File: src/hw/rtl/tarhv_pkg.sv
`timescale 1ns / 1ps

package tarhv_pkg;

   localparam int HDR_LEN    = 512;
   localparam int OFS_W      = 10;
   localparam int SUM_W      = 17;
   localparam int VAL_W      = 24;
   localparam int SUM_BASE   = 256;
   localparam int MODE_FIRST = 100;
   localparam int MODE_END   = 108;
   localparam int MTIME_FIRST = 136;
   localparam int CK_FIRST   = 148;
   localparam int CK_LAST    = 155;
   localparam int MAGIC_AT   = 257;
   localparam int POSIX_LEN  = 6;
   localparam int GNU_LEN    = 8;

   // archive format codes
   localparam logic [1:0] FMT_V7     = 2'd0;
   localparam logic [1:0] FMT_OLDGNU = 2'd1;
   localparam logic [1:0] FMT_POSIX  = 2'd2;

   localparam logic [7:0] CH_TAB   = 8'h09;
   localparam logic [7:0] CH_CR    = 8'h0D;
   localparam logic [7:0] CH_SPACE = 8'h20;
   localparam logic [7:0] CH_PLUS  = 8'h2B;
   localparam logic [7:0] CH_MINUS = 8'h2D;
   localparam logic [7:0] CH_ZERO  = 8'h30;
   localparam logic [7:0] CH_SEVEN = 8'h37;
   localparam logic [7:0] CH_DEL   = 8'h80;

   typedef struct packed {
      logic       header_valid;
      logic [1:0] hdr_format;
   } verdict_type;

   typedef struct packed {
      logic       take;
      logic       last_byte;
      logic [7:0] data_byte;
   } word_type;

   function automatic logic [7:0] posix_magic_byte(input logic [2:0] idx);
      logic [7:0] ch;
      case (idx)
         3'd0: ch = 8'h75;
         3'd1: ch = 8'h73;
         3'd2: ch = 8'h74;
         3'd3: ch = 8'h61;
         3'd4: ch = 8'h72;
         default: ch = 8'h00;
      endcase
      return ch;
   endfunction

   function automatic logic [7:0] gnu_magic_byte(input logic [2:0] idx);
      logic [7:0] ch;
      case (idx)
         3'd0: ch = 8'h75;
         3'd1: ch = 8'h73;
         3'd2: ch = 8'h74;
         3'd3: ch = 8'h61;
         3'd4: ch = 8'h72;
         3'd5: ch = 8'h20;
         3'd6: ch = 8'h20;
         default: ch = 8'h00;
      endcase
      return ch;
   endfunction

   function automatic logic is_octal(input logic [7:0] b);
      return (b >= CH_ZERO) && (b <= CH_SEVEN);
   endfunction

endpackage

File: src/hw/rtl/tarhv_accum.sv
`timescale 1ns / 1ps

module tarhv_accum
   import tarhv_pkg::*;
(
   input  logic        clock,
   input  logic        reset,
   input  word_type    word,
   output verdict_type verdict
);

   localparam logic [1:0] PH_SKIP   = 2'd0;
   localparam logic [1:0] PH_DIGITS = 2'd1;
   localparam logic [1:0] PH_DONE   = 2'd2;

   logic [OFS_W-1:0] ofs_ff, ofs_in;
   logic [SUM_W-1:0] sum_ff, sum_in;
   logic             name_open_ff, name_open_in;
   logic             mtime_open_ff, mtime_open_in;
   logic             reject_ff, reject_in;
   logic             posix_ok_ff, posix_ok_in;
   logic             gnu_ok_ff, gnu_ok_in;
   logic [1:0]       phase_ff, phase_in;
   logic [VAL_W-1:0] value_ff, value_in;
   logic             neg_ff, neg_in;

   always_comb begin
      logic [7:0]       b;
      logic [OFS_W-1:0] o;
      logic [OFS_W-1:0] mofs;
      logic [2:0]       digit;
      b     = word.data_byte;
      o     = ofs_ff;
      mofs  = o - OFS_W'(MAGIC_AT);
      digit = b[2:0];

      ofs_in        = ofs_ff;
      sum_in        = sum_ff;
      name_open_in  = name_open_ff;
      mtime_open_in = mtime_open_ff;
      reject_in     = reject_ff;
      posix_ok_in   = posix_ok_ff;
      gnu_ok_in     = gnu_ok_ff;
      phase_in      = phase_ff;
      value_in      = value_ff;
      neg_in        = neg_ff;

      if (o < OFS_W'(HDR_LEN)) begin
         // name, mtime: no control or high byte before the first nul
         if (o < OFS_W'(MODE_FIRST)) begin
            if (name_open_ff) begin
               if (b == 8'h00) begin
                  name_open_in = 1'b0;
               end else if (b < CH_SPACE || b >= CH_DEL) begin
                  reject_in = 1'b1;
               end
            end
         end else if (o < OFS_W'(MODE_END)) begin
            if (!(b == 8'h00 || b == CH_SPACE || is_octal(b))) begin
               reject_in = 1'b1;
            end
         end else if (o >= OFS_W'(MTIME_FIRST) && o < OFS_W'(CK_FIRST)) begin
            if (mtime_open_ff) begin
               if (b == 8'h00) begin
                  mtime_open_in = 1'b0;
               end else if (b < CH_SPACE || b >= CH_DEL) begin
                  reject_in = 1'b1;
               end
            end
         end

         if (o >= OFS_W'(CK_FIRST) && o <= OFS_W'(CK_LAST)) begin
            case (phase_ff)
               PH_SKIP: begin
                  if (b == CH_TAB || b == CH_CR || b == CH_SPACE) begin
                     phase_in = PH_SKIP;
                  end else if (b == CH_MINUS) begin
                     neg_in   = 1'b1;
                     phase_in = PH_DIGITS;
                  end else if (b == CH_PLUS) begin
                     phase_in = PH_DIGITS;
                  end else if (is_octal(b)) begin
                     value_in = {{(VAL_W-3){1'b0}}, digit};
                     phase_in = PH_DIGITS;
                  end else begin
                     phase_in = PH_DONE;
                  end
               end
               PH_DIGITS: begin
                  if (is_octal(b)) begin
                     value_in = {value_ff[VAL_W-4:0], digit};
                  end else begin
                     phase_in = PH_DONE;
                  end
               end
               default: phase_in = phase_ff;
            endcase
         end else begin
            sum_in = sum_ff + {{(SUM_W-8){1'b0}}, b};
         end

         if (o >= OFS_W'(MAGIC_AT) && o < OFS_W'(MAGIC_AT + POSIX_LEN)
             && b != posix_magic_byte(mofs[2:0])) begin
            posix_ok_in = 1'b0;
         end
         if (o >= OFS_W'(MAGIC_AT) && o < OFS_W'(MAGIC_AT + GNU_LEN)
             && b != gnu_magic_byte(mofs[2:0])) begin
            gnu_ok_in = 1'b0;
         end

         ofs_in = o + OFS_W'(1);
      end
   end

   // verdict from the state after this word
   always_comb begin
      logic full;
      full = ofs_in >= OFS_W'(HDR_LEN);
      verdict.header_valid = full && !reject_in && !neg_in
                             && (value_in == {{(VAL_W-SUM_W){1'b0}}, sum_in});
      verdict.hdr_format   = !full      ? FMT_V7 :
                             posix_ok_in ? FMT_POSIX :
                             gnu_ok_in   ? FMT_OLDGNU : FMT_V7;
   end

   always_ff @(posedge clock) begin
      if (reset || (word.take && word.last_byte)) begin
         ofs_ff        <= '0;
         sum_ff        <= SUM_W'(SUM_BASE);
         name_open_ff  <= 1'b1;
         mtime_open_ff <= 1'b1;
         reject_ff     <= 1'b0;
         posix_ok_ff   <= 1'b1;
         gnu_ok_ff     <= 1'b1;
         phase_ff      <= PH_SKIP;
         value_ff      <= '0;
         neg_ff        <= 1'b0;
      end else if (word.take) begin
         ofs_ff        <= ofs_in;
         sum_ff        <= sum_in;
         name_open_ff  <= name_open_in;
         mtime_open_ff <= mtime_open_in;
         reject_ff     <= reject_in;
         posix_ok_ff   <= posix_ok_in;
         gnu_ok_ff     <= gnu_ok_in;
         phase_ff      <= phase_in;
         value_ff      <= value_in;
         neg_ff        <= neg_in;
      end
   end

endmodule

File: src/hw/rtl/tar_header_validator.sv
`timescale 1ns / 1ps

// tar header validator: takes a tar header one byte per word on req_, with
// req_tlast on the final byte, and returns one verdict word on rsp_ per
// buffer. The verdict says whether the name, mode and mtime fields are clean
// and the octal checksum at offsets 148..155 matches 256 plus the sum of all
// other bytes, and which format the magic at offset 257 shows (v7, old gnu
// or posix ustar). A buffer shorter than 512 bytes is invalid with format v7;
// bytes past offset 511 are ignored. Rate: one byte per cycle unless stalled.
// A byte is captured in the input register and then folded into the running
// checks; the verdict is registered when the check stage takes the last byte.
// The input side stalls only when a last byte reaches the check stage while
// the previous verdict is still held in the result register.
module tar_header_validator
   import tarhv_pkg::*;
(
   input  logic       clock,
   input  logic       reset,
   input  logic       req_tvalid,
   output logic       req_tready,
   input  logic [7:0] req_tdata,   // [7:0] data_byte
   input  logic       req_tlast,   // last_byte
   output logic       rsp_tvalid,
   input  logic       rsp_tready,
   output logic [7:0] rsp_tdata    // [0] header_valid, [2:1] hdr_format, [7:3] zero
);

   // input register
   logic       in_vld_ff, in_vld_in;
   logic [7:0] in_byte_ff;
   logic       in_last_ff;

   // result register
   logic        rsp_vld_ff, rsp_vld_in;
   verdict_type rsp_data_ff;

   word_type    word;
   verdict_type verdict;
   logic        advance;

   // the check stage stalls only for a last byte while a verdict is still held
   assign advance    = !(in_vld_ff && in_last_ff && rsp_vld_ff && !rsp_tready);
   assign req_tready = !in_vld_ff || advance;

   assign in_vld_in = req_tready ? req_tvalid : in_vld_ff;

   assign word.take      = in_vld_ff && advance;
   assign word.last_byte = in_last_ff;
   assign word.data_byte = in_byte_ff;

   assign rsp_vld_in = (word.take && in_last_ff) ? 1'b1 :
                       rsp_tready               ? 1'b0 : rsp_vld_ff;

   tarhv_accum u_accum (
      .clock   (clock),
      .reset   (reset),
      .word    (word),
      .verdict (verdict)
   );

   always_ff @(posedge clock) begin
      if (reset) begin
         in_vld_ff  <= 1'b0;
         rsp_vld_ff <= 1'b0;
      end else begin
         in_vld_ff  <= in_vld_in;
         rsp_vld_ff <= rsp_vld_in;
      end
   end

   // payload registers, no reset needed
   always_ff @(posedge clock) begin
      if (req_tready) begin
         in_byte_ff <= req_tdata;
         in_last_ff <= req_tlast;
      end
      if (word.take && in_last_ff) begin
         rsp_data_ff <= verdict;
      end
   end

   assign rsp_tvalid = rsp_vld_ff;
   assign rsp_tdata  = {5'b0, rsp_data_ff.hdr_format, rsp_data_ff.header_valid};

endmodule

File: config.mk
export PLATFORM = sky130hd
export DESIGN_NAME = tar_header_validator
export DESIGN_NICKNAME = d
export VERILOG_FILES = /design/src/hw/rtl/tarhv_pkg.sv /design/src/hw/rtl/tarhv_accum.sv /design/src/hw/rtl/tar_header_validator.sv
export SDC_FILE = /design/constraint.sdc
export NUM_CORES = 1
export LEC_CHECK = 0
export BUFFER_PORTS_ARGS = -buffer_cell sky130_fd_sc_hd__clkbuf_2
export CORE_UTILIZATION = 39
export CTS_BUF_LIST = sky130_fd_sc_hd__clkbuf_16
export DETAILED_ROUTE_END_ITERATION = 8
export SYNTH_ARGS = -nofsm -noshare
export SYNTH_HDL_FRONTEND = slang
export SYNTH_SLANG_ARGS = --single-unit
File: constraint.sdc
create_clock -name clock -period 3.42 [get_ports clock]
set_input_delay 0 -clock clock [delete_from_list [all_inputs] [get_ports clock]]
set_output_delay 0 -clock clock [all_outputs]
set_load 0.01 [all_outputs]
Word-level counts from Yosys, hierarchy flattened
Cells that the tools add are included.
Cells by class
  multipliers: 0
  div/mod/pow operators: 0
  equal/unequal tests: 16
  bitwise gates (word level): 3
  reduce and logical (&&, ||, !) cells: 37
  shift operators: 0
  $add $sub $neg: 3
  muxes and demuxes: 46
  order comparisons: 15
Operator list (number)
  $mux W24: 7
  $pmux W24 S2: 1
  $pmux W7 S6: 1
  $pmux W7 S5: 1
  $mux W17: 2
  $eq A24 B17 Y1: 1
  $eq A8 B6 Y1 const B: 3
  $mux W1: 24
  $ge A10 B8 Y1 const B: 2
  $lt A10 B7 Y1 const B: 2
  $lt A10 B9 Y1 const B: 2
  $add A17 B8 Y17: 1
  $eq A8 B4 Y1 const B: 2
  $mux W8: 2
  $ne A8 B8 Y1: 2
  $logic_and A1 B1 Y1: 15
  $mux W2: 6
  $add A10 B1 Y10 const B: 1
  $ge A10 B10 Y1 const B: 1
  $ge A10 B9 Y1 const B: 1
  $le A10 B8 Y1 const B: 1
  $lt A10 B10 Y1 const B: 1
  $lt A10 B8 Y1 const B: 1
  $mux W10: 1
  21 further kinds: 39
Storage, ports and cells
  input port bits: 13
  ROM bits: 0
  memories: 0
  memory bits (writable): 0
  register bits after elaboration: 73
  word-level logic and storage cells: 137
  bits in latches: 0

Depth between registers and ports, before layout
Gate-level depths: netlist of run 1.
  depth after elaboration: 13
  mapped depth: 11
  depth with buffers taken out: 10

Cells and area by module
From an unflattened synthesis of run 1, not the netlist that was laid out.
Unflattened totals
  cell total of the unflattened synthesis: 587
  area total of the unflattened synthesis: 4659.5 µm²
By module, submodules not included
  tarhv_accum: cells each 558, sequential area each 1181.1 µm², area each 4149.0 µm², instances 1
  tar_header_validator: cells each 29, sequential area each 400.4 µm², area each 510.5 µm², instances 1

Worst setup path before layout of run 1
OpenSTA, ideal clock, no wires.
  kind: register -> register
  from: register u_accum.ofs_ff[5]
  to: register rsp_data_ff, in the netlist rsp_tdata[0] (data pin)
  setup slack: 0.115 ns
  path buffers: 0
  required time: 3.230 ns
  cell stages (with the launch flop): 9
  data arrival time: 3.114 ns
  cells stage by stage: dfxtp_1 -> or4b_4 -> or4_4 -> nor3_4 -> mux2i_1 -> xor3_1 -> or4b_1 -> a2111o_1 -> a2111oi_2
RTL lines
  start: declaration: RTL line tarhv_accum.sv:16  | logic [OFS_W-1:0] ofs_ff, ofs_in;
  start signal: assignment: RTL line tarhv_accum.sv:139  | ofs_ff <= ofs_in;
  end signal: assignment: RTL line tar_header_validator.sv:78  | rsp_data_ff <= verdict;
  end: declaration: RTL line tar_header_validator.sv:35  | verdict_type rsp_data_ff;

==> metrics.md, run 1 <==
| Metric | Value |
|---|---|
| Starting Density | between 30 and 40% |
| #FFs+latches synth | 73 |
| Rel. slew slack | approximately 52% |
| Synth warn | 0 |
| Setup TNS | 0 ps |
| Register area share after synthesis | 34.8% |
| Crit path capture type | flop |
| Final core utilization | 46.2% |
| Ranking of synthesized cells by instance count | nand2_1, dfxtp_1, nor2_1 |
| Gr usage total | between 20% and 30% |
| Number of global-route vias before repair | ~3.9k |
| First-pass GRT wire length | between 15 and 20 mm |
| Area leader, netlist | dfxtp_1 |
| Width of the chip | about 110 microns |
| Pwr per Cell Area | around 370 mW/mm^2 |
| Final period utilization | 97.0% |
| Clk sinks | 73 |
| Drt first-iter violations | between 200 and 250 |
| Detailed Route WL | 11.5 mm |
| RePlAce Congestion | ~0.84 |
| Setup-failing EPs final | 0 |
| Ant diodes | 0 |
| NumNets Final | 632 |
| R2R Setup Slk | between 100 and 150 ps |
| DR vias/cell | between 5 and 6 |
| Congestion Overflow GR | 0 |
| Worst Hold Class | in2reg |
| Finished Layout Cells | 747 |
| CTS tree | yes |
| Worst-skew pair later-pin latency | roughly 330 ps |
| Worst setup path category | reg2reg |
| Initial antenna violation count | 0 |
| Max-slew violations | 0 |
| Worst Skew | around 4.8 ps |
| Post-synth EDFFs | 12 |
| Hpwl dp | 8.36 mm |
| IO Count | 23 |
| Min-Delay Path Depth | 2 |
| Inst Count DP | a little over 700 |
| Static leakage | about 2 nW |
| Total number of vias | roughly 4.1k |
| Post-DRT Antenna Nets | 0 |
| Mapped cell area | roughly 0.0045 sq mm |
| Worst Max-Slew Pin Slew | between 700 and 800 ps |
| DRC viols | 0 |
| Top-count cell post-synth | nand2_1 |
| Critical Path RT | roughly 3600 ps |
| CP Data Arrival Time | between 3000 and 4000 ps |
| Async set-reset flop share out of synthesis | 0% |
| First-pass detailed-route iteration total | 5 |
| Distinct cells, synth | 61 |
| CTS Root Cell | clkbuf_16 |
| Fillers | 1,125 |
| Die area | between 0.01 and 0.015 sq mm |
| Hold Vio Cnt, Final | 0 |
| P&R area growth vs syn | 15.5% |
| RSZ-0062 raised after global routing | true |
| Largest net degree at the start of global routing | 26 |
| Synth area leaders | dfxtp_1, edfxtp_1, nand2_1, a21oi_1, xnor2_1 |
| Port buffer count | 17 |
| Max frequency | roughly 300 MHz |
| CP Max Fanout | 5 |
| Avg WL per Cell | about 15 microns |
| Avg Inst Size Synth | between 8 and 9 sq um |
| CTS clk-pin slew, worst paths | 60 ps |
| Post-place setup slack | around 24 ps |
| Clk buf depth | 2 |
| Row count | 39 |
| Core area | 0.0114 sq mm |
| Critical Path Start Type | flop |
| Num CTS Buffers | 9 |
| Cell count after synthesis | 565 |
| Register-to-Register Path Depth | 8 |
| Max rail drop VDD | a little over 0.3 mV |
| Final min period | 3320 ps |
| Max Cap Viol | 0 |
| Die height | roughly 110 microns |
| H-tree Lvls | 3 |
| Share of cells above drive strength 1 | ~12% |
| Top_reg_cell synth | dfxtp_1 |
| Outcome | finished clean |
| Final setup margin | between 100 and 150 ps |
| Synth top area share | 26.9% |
==> layout by cell type, fill, tap and decap left out, types with 4 or more instances in the layout <==
master,netlist,final
and3_1,5,5
a21oi_1,52,52
and2_1,12,12
o211ai_1,8,8
nor2_1,54,54
nor2b_1,9,9
nand2b_1,5,5
ha_1,18,18
or2_2,4,4
clkbuf_2,0,17
xor2_1,15,15
a211oi_1,7,6
clkbuf_16,0,9
edfxtp_1,12,12
a31oi_1,6,6
clkinv_2,0,4
inv_1,9,10
o21ai_0,20,20
nor3_1,14,14
xnor2_1,28,28
nor4_1,6,6
nand3_1,31,31
or3_1,7,7
conb_1,1,5
mux2i_1,16,15
dfxtp_1,61,60
nand2_1,77,77
dlygate4sd3_1,0,12
buf_4,5,25
==> critical path: stages, from the launching register on <==
cell and delay (ps):
dfxtp_2 320, or4b_4 570, or4_4 440, nor3_4 240
mux2i_2 280, xor3_1 230, or4b_1 470, a2111o_1 390
a2111oi_2 200
==> metal layers <==
metal / part of all wire [%] / GRT usage (%) / vias to the layer above
met1: 48 / 27.4 / 1977
met4: 2.8 / 7.71 / 0
met2: 46 / 33.0 / 90
met5: 0 / 0 / -
li1: - / - / 2057
met3: 3.4 / 3.70 / 20
==> kinds of logic after synthesis <==
| kind of cell | share of synthesized area, % |
|---|---|
| compound gates | 17.1 |
| buf+inv | 3.96 |
| flops | 34.8 |
| simple gates | 26.4 |
| mux | 3.52 |
| other cells | 0.0825 |
| xor+xnor | 8.81 |
| fa+ha+maj | 5.39 |
==> through the flow <==
step	cell area (sq um)	hold slack [ps]	power (mW)
after floorplan	4560	69.1	1.07
after global placement	4860	178	1.12
after detailed placement	4860	179	1.13
after CTS	5230	375	1.96
after global routing	5250	381	2.03
final	5250	380	1.95
==> repair_timing <==
item | in CTS | in global routing
setup buffers | 0 | 1
resized for setup | 0 | 3
hold buffers | 12 | 0
endpoints found under the setup margin | 0 | 1
endpoints found under the hold margin | 11 | 0
==> flip-flops by register name (all words and copies together), names as in the netlist <==
name	count
rsp_tvalid	1
u_accum.value_ff	24
in_vld_ff	1
u_accum.gnu_ok_ff	1
u_accum.ofs_ff	10
u_accum.phase_ff	2
u_accum.name_open_ff	1
rsp_tdata	3
u_accum.mtime_open_ff	1
u_accum.posix_ok_ff	1
u_accum.neg_ff	1
in_byte_ff	8
u_accum.sum_ff	17
in_last_ff	1
u_accum.reject_ff	1
==> final timing paths <==
kind | from | end
worst max-delay path | u_accum.ofs_ff[5] | rsp_tdata[0]
worst min-delay path | req_tdata[5] | in_byte_ff[5]
worst max register to register | u_accum.ofs_ff[5] | rsp_tdata[0]
worst min register to register | u_accum.value_ff[22] | u_accum.value_ff[22]
==> power breakdown <==
part	internal (mW)	switching, mW
logic	0.0904	0.124
registers	0.889	0.0195
clock network	0.477	0.352
total	1.46	0.496
==> cell type report <==
| class | instances | area [sq um] | area share (%) |
|---|---|---|---|
| timing repair buffer | 54 | 393 | 7.48 |
| tap | 143 | 179 | 3.41 |
| sequential | 73 | 1580 | 30.1 |
| clock buffer | 9 | 225 | 4.29 |
| inverter | 9 | 33.8 | 0.643 |
| multi-input combinational | 453 | 2810 | 53.5 |
| clock inverter | 6 | 27.5 | 0.524 |
Note: power is estimated with default switching activity, not from simulation.
==> inputs of run 2 (changes only) <==
--- a/config.mk
+++ b/config.mk
@@ -9,6 +9,7 @@
 export CORE_UTILIZATION = 39
 export CTS_BUF_LIST = sky130_fd_sc_hd__clkbuf_16
 export DETAILED_ROUTE_END_ITERATION = 8
+export SETUP_SLACK_MARGIN = 0.3
 export SYNTH_ARGS = -nofsm -noshare
 export SYNTH_HDL_FRONTEND = slang
 export SYNTH_SLANG_ARGS = --single-unit
==> constraint.sdc (replaced) <==
create_clock -name clock -period 2.7 [get_ports clock]
set_input_delay 0 -clock clock [delete_from_list [all_inputs] [get_ports clock]]
set_output_delay 0 -clock clock [all_outputs]
set_load 0.01 [all_outputs]
==> run 2 against run 1 <==
The run now ends with negative setup slack left. Global-route usage is 1.7 points higher. Cell count grew 9.1%. Final area increased by 16%. Worst hold slack worse by 350 ps. Die area stayed put. Critical endpoint unchanged.
==> metrics.md, run 2 (synthesis results as in run 1) <==
| Metric | Value |
|---|---|
| Hold Path Origin | rsp_tready |
| Max rail drop VDD | 0.309 mV |
| Register ranked first by flip-flop count | u_accum.value_ff |
| Critical Path RT | roughly 2900 ps |
| P_int | 2.00 mW |
| Row count | 39 |
| P&R area growth vs syn | 33.7% |
| IO Count | 23 |
| DRC viols | 0 |
| Drt first-iter violations | around 240 |
| Comb pwr share | 14.2% |
| Worst-skew pair later-pin latency | roughly 340 ps |
| Largest net degree at the start of global routing | 28 |
| Crit-path cells | or4b_4 -> or4_4 -> nor3_4 -> mux2i_2 -> xor3_1 -> or4b_1 -> a2111o_1 -> a2111oi_2 |
| Clk pwr share | a little over two fifths |
| H-tree Lvls | 3 |
| CP max stage delay | around 540 ps |
| Num CTS Buffers | 9 |
| Worst setup path category | reg2reg |
| NumNets Final | approximately 700 |
| Starting Density | between 30% and 40% |
| Total number of vias | 4,401 |
| RSZ-0062 raised after global routing | true |
| Max frequency | ~300 MHz |
| Pwr per Cell Area | 440 mW/mm^2 |
| Switching power | about 0.67 mW |
| Crit path capture type | flop |
| Clk sinks | 73 |
| First-pass GRT wire length | between 20 and 25 mm |
| Worst Max-Slew Pin Slew | around 650 ps |
| Flop pwr share | roughly 43% |
| Final min period | roughly 3300 ps |
| Finished Layout Cells | between 800 and 900 |
| Width of the chip | 110 microns |
| Rel. slew slack | between 50 and 60% |
| Number of flip-flops in the largest register | 24 |
| Hpwl dp | between 8 and 9 mm |
| DR vias/cell | about 5.4 |
| Ant diodes | 0 |
| Die height | 110 microns |
| Outcome | finished, violations left |
| Static leakage | ~2.4 nW |
| Avg WL per Cell | ~15 microns |
| Worst Skew | roughly 6.5 ps |
| CTS Root Cell | clkbuf_16 |
| Worst Hold Path EP | rsp_tvalid |
| Core area | between 0.01 and 0.015 sq mm |
| Post-place setup slack | -650 ps |
| Gr usage total | between 20% and 30% |
| Register-to-Register Path Depth | 8 |
| First-pass detailed-route iteration total | 4 |
| Final period utilization | 121% |
| CP Max Fanout | 2 |
| Most frequent cells in the layout | buf_4, nand2_1, dfxtp_1 |
| Congestion Overflow GR | 0 |
| Min-Delay Path Depth | 4 |
| Share of cells above drive strength 1 | around 25% |
| Initial antenna violation count | 0 |
| R2R Setup Slk | -560 ps |
| Violated checks | negative setup slack |
| Worst Hold Class | in2reg |
| CTS tree | yes |
| Final core utilization | a little over half |
| Die area | about 0.012 sq mm |
| Most common cell after layout, fill and taps aside | buf_4 |
| Port buffer count | 17 |
| Sw Share | approximately 25% |
| Placed cell area | 0.00529 sq mm |
| Top flop regs | u_accum.value_ff (24), u_accum.sum_ff (17), u_accum.ofs_ff (10) |
| Critical Path Start Type | flop |
| RR Startpoint | u_accum.ofs_ff[5] |
| Setup TNS | -564 ps |
| Max Cap Viol | 0 |
| Max-slew violations | 0 |
| Post-DRT Antenna Nets | 0 |
| Detailed Route WL | 12.4 mm |
| Final setup margin | -564 ps |
| Fin area | a little over 0.006 sq mm |
| Inst Count DP | 771 |
| CTS clk-pin slew, worst paths | around 60 ps |
| Hold Vio Cnt, Final | 0 |
| Clk buf depth | 2 |
| Number of global-route vias before repair | around 4.2k |
| Setup-failing EPs final | 1 |
| CP Data Arrival Time | about 3400 ps |
| RePlAce Congestion | between 0.8 and 0.9 |
| Worst reg2reg path endpoint | rsp_tdata[0] |
| Fillers | 1,032 |
| Slowest cell on crit path | or4b_4 |
==> run 2: per-stage QoR <==
| step | power (mW) | hold slack (ps) |
|---|---|---|
| final | 2.67 | 33.2 |
| after global routing | 2.78 | 69.9 |
| after CTS | 2.67 | 24.8 |
| after detailed placement | 1.49 | 179 |
| after global placement | 1.48 | 177 |
| after floorplan | 1.37 | 69.1 |
==> run 2: layout make-up <==
cell class / count / area [sq um] / share of cell area (%)
Timing Repair Buffer: 121 / 961 / 15.8
Inverter: 9 / 33.8 / 0.556
Tap cell: 143 / 179 / 2.94
Clock inverter: 7 / 53.8 / 0.885
Multi-Input combinational cell: 453 / 3040 / 50.1
Sequential cell: 73 / 1580 / 26.0
Clock buffer: 9 / 225 / 3.71
==> run 2: worst max-delay path: cells and delay by family (launching register included) <==
family | cells | cell delay (ps)
xor gates and xnor gates | 1 | 230
DFF | 1 | 310
muxes | 1 | 270
and+or+nand+nor | 4 | 1640
AOI/OAI and AO/OA | 2 | 600
==> run 2: power groups by stage <==
| stage | Sequential, mW | Combinational [mW] | Clock (mW) |
|---|---|---|---|
| after CTS | 1.14 | 0.353 | 1.17 |
| after floorplan | 1.17 | 0.198 | 0 |
| after global placement | 1.16 | 0.313 | 0 |
| final | 1.14 | 0.378 | 1.15 |
| after detailed placement | 1.17 | 0.320 | 0 |
| after global routing | 1.14 | 0.416 | 1.22 |
==> run 2: how the worst max path moves through the flow <==
stage          slack, ps  cells after the start              start      endpoint
6_report            -560                      8  u_accum.ofs_ff[5]  rsp_tdata[0]
3_3_place_gp        -560                      8  u_accum.ofs_ff[5]  rsp_tdata[0]
3_5_place_dp        -650                      8  u_accum.ofs_ff[5]  rsp_tdata[0]
4_1_cts             -570                      8  u_accum.ofs_ff[5]  rsp_tdata[0]
2_1_floorplan       -600                      8  u_accum.ofs_ff[5]  rsp_tdata[0]
5_1_grt             -680                      9  u_accum.ofs_ff[5]  rsp_tdata[0]
==> run 2: per-layer routing <==
metal	vias to the layer above	track usage [%]	wire length (microns)
met1	2092	29.3	5840
met4	0	9.05	353
li1	2195	-	-
met5	-	0	0
met2	88	35.4	5720
met3	26	4.41	475
==> run 2: repair_timing <==
item | CTS | global route
buffers inserted | 7 | 7
hold buffers | 12 | 0
pin swaps | 13 | 10
hold endpoints to repair | 11 | 0
gates resized for setup | 30 | 34
gates cloned | 2 | 0
endpoints found under the setup margin | 37 | 39
==> inputs of run 3 (changes only) <==
==> constraint.sdc (replaced) <==
create_clock -name clock -period 3.2 [get_ports clock]
set_input_delay 0 -clock clock [delete_from_list [all_inputs] [get_ports clock]]
set_output_delay 0 -clock clock [all_outputs]
set_load 0.01 [all_outputs]
==> run 3 against run 2 <==
The run still ends with negative setup slack left. Global-route usage fell by 1.4 points. Register-to-register slack improved by 500 ps. Total power fell by 22%. Non-clock buffer count fell by 50. Critical path depth did not move. Die area did not move. Worst setup slack improved by 500 ps. Clock skew rose by 0.95 ps. Worst hold slack improved by 340 ps. Sequential power fell by 15%. Highest routed layer unchanged.
==> metrics.md, run 3 (synthesis results as in run 1) <==
| Metric | Value |
|---|---|
| Worst Max-Slew Pin Slew | just over 700 ps |
| Num CTS Buffers | 9 |
| CTS clk-pin slew, worst paths | roughly 60 ps |
| Worst Hold Path EP | in_byte_ff[7] |
| Gr busiest metal | met2 |
| Number of flip-flops in the largest register | 24 |
| Buf+Inv Stages, Crit Path | 0 |
| Port buffer count | 17 |
| First-pass GRT wire length | between 15 and 20 mm |
| Post-DRT Antenna Nets | 0 |
| H-tree Lvls | 3 |
| IO Count | 23 |
| P&R area growth vs syn | 18.6% |
| Post-place setup slack | -190 ps |
| Critical Path RT | approximately 3400 ps |
| Initial antenna violation count | 0 |
| Max frequency | roughly 310 MHz |
| Setup TNS | -62.2 ps |
| Final period utilization | 102% |
| Final min period | ~3300 ps |
| Ant diodes | 0 |
| Die area | between 0.01 and 0.015 sq mm |
| Row count | 39 |
| Total number of vias | approximately 4.2k |
| GR met1 Demand/Resource | between 20% and 30% |
| CTS tree | yes |
| M2 GR Usage | 34.4% |
| Delay-heaviest family, CP | simple AND/OR/NAND/NOR gates |
| First-pass detailed-route iteration total | 4 |
| DRC viols | 0 |
| Static leakage | around 2 nW |
| Worst-skew pair later-pin latency | between 300 and 400 ps |
| NumNets Final | approximately 650 |
| Detailed Route WL | approximately 12 mm |
| CP Data Arrival Time | around 3400 ps |
| Setup-failing EPs final | 1 |
| Clk sinks | 73 |
| Finished Layout Cells | around 760 |
| Top flop regs | u_accum.value_ff (24), u_accum.sum_ff (17), u_accum.ofs_ff (10) |
| Register ranked first by flip-flop count | u_accum.value_ff |
| RePlAce Congestion | 0.847 |
| RSZ-0062 raised after global routing | true |
| Crit-path cells | or4b_4 -> or4_4 -> nor3_4 -> mux2i_2 -> xor3_1 -> or4b_1 -> a2111o_1 -> a2111oi_4 |
| Most common cell after layout, fill and taps aside | nand2_1 |
| Most frequent cells in the layout | nand2_1, dfxtp_1, nor2_1 |
| Critical Path Start Type | flop |
| Hold Vio Cnt, Final | 0 |
| Largest net degree at the start of global routing | 34 |
| Power consumption | approximately 2.1 mW |
| Core area | about 0.011 sq mm |
| Gr usage total | around a fifth |
| Min-Delay Path Depth | 2 |
| Max-slew violations | 0 |
| Hold Path Origin | req_tdata[7] |
| RR Startpoint | u_accum.ofs_ff[5] |
| Number of global-route vias before repair | 3,881 |
| CP max stage delay | approximately 540 ps |
| DR vias/cell | 5.48 |
| Drt first-iter violations | around 230 |
| CP Max Fanout | 2 |
| Outcome | finished, violations left |
| Crit path capture type | flop |
| Hpwl dp | approximately 8.4 mm |
| Congestion Overflow GR | 0 |
| R2R Setup Slk | -60 ps |
| Starting Density | about two fifths |
| Avg WL per Cell | approximately 15 microns |
| Slowest cell on crit path | or4b_4 |
| Worst Skew | 7.49 ps |
| Final setup margin | -62.2 ps |
| Share of cells above drive strength 1 | a little over an eighth |
| Max Cap Viol | 0 |
| Die height | roughly 110 microns |
| Worst Hold Class | in2reg |
| CTS Root Cell | clkbuf_16 |
| Pwr per Cell Area | between 300 and 400 mW/mm^2 |
| Clk buf depth | 2 |
| Worst reg2reg path endpoint | rsp_tdata[0] |
| Register-to-Register Path Depth | 8 |
| Rel. slew slack | 52.6% |
| Max rail drop VDD | around 0.31 mV |
| Inst Count DP | approximately 740 |
| Global Route met3 Usage | 4.29% |
| Violated checks | negative setup slack |
| Worst setup path category | reg2reg |
| Width of the chip | 110 microns |
## run 3: cell count changes in the layout (fill, tap and decap cells not counted), moves of 3 or more
cell	previous run	this run
buf_4	77	42
buf_6	14	0
ha_1	11	18
a21oi_1	47	52
a21oi_2	5	0
ha_2	4	0
ha_4	3	0
o21ai_0	16	19
or3_1	4	7
or3_4	3	0
## run 3: layout make-up
class,instances,area (sq um)
Clock inverter,5,20.0
Multi-Input combinational cell,453,2830
Fill cell,1123,5980
Inverter,9,33.8
Tap cell,143,179
Clock buffer,9,225
Sequential cell,73,1580
Timing Repair Buffer,71,520
## run 3: stage by stage
stage,hold slack (ps),instance area (sq um),util [%]
after global placement,176,4990,43.9
after floorplan,69.1,4560,-
after CTS,358,5380,47.3
final,374,5390,47.4
after global routing,376,5390,47.4
after detailed placement,179,4990,43.9
## run 3: what timing repair did
item,CTS,global route
gates resized for setup,2,4
endpoints found under the setup margin,1,6
pin swaps,1,0
hold buffers,12,0
cloned,0,0
setup buffers,1,0
endpoints found under the hold margin,11,0
## run 3: how the worst max path moves through the flow
stage,from,to,slack [ps],cells after the start
global placement,u_accum.ofs_ff[5],rsp_tdata[0],-60,8
finish,u_accum.ofs_ff[5],rsp_tdata[0],-60,8
global route,u_accum.ofs_ff[5],rsp_tdata[0],-170,8
detailed placement,u_accum.ofs_ff[5],rsp_tdata[0],-190,8
floorplan,u_accum.ofs_ff[5],rsp_tdata[0],-100,8
CTS,u_accum.ofs_ff[5],rsp_tdata[0],-80,8
## run 3: where the power goes
| group | internal, mW | leakage [nW] | switching (mW) |
|---|---|---|---|
| clock | 0.503 | 0.129 | 0.373 |
| sequential | 0.950 | 0.612 | 0.0180 |
| combinational | 0.109 | 1.29 | 0.140 |
| total | 1.56 | 2.03 | 0.531 |
## run 3: per-layer routing
metal | up-vias | share of wire, %
li1 | 2095 | -
met1 | 1988 | 47
met2 | 84 | 47
met3 | 14 | 4.2
met4 | 0 | 1.5
met5 | - | 0
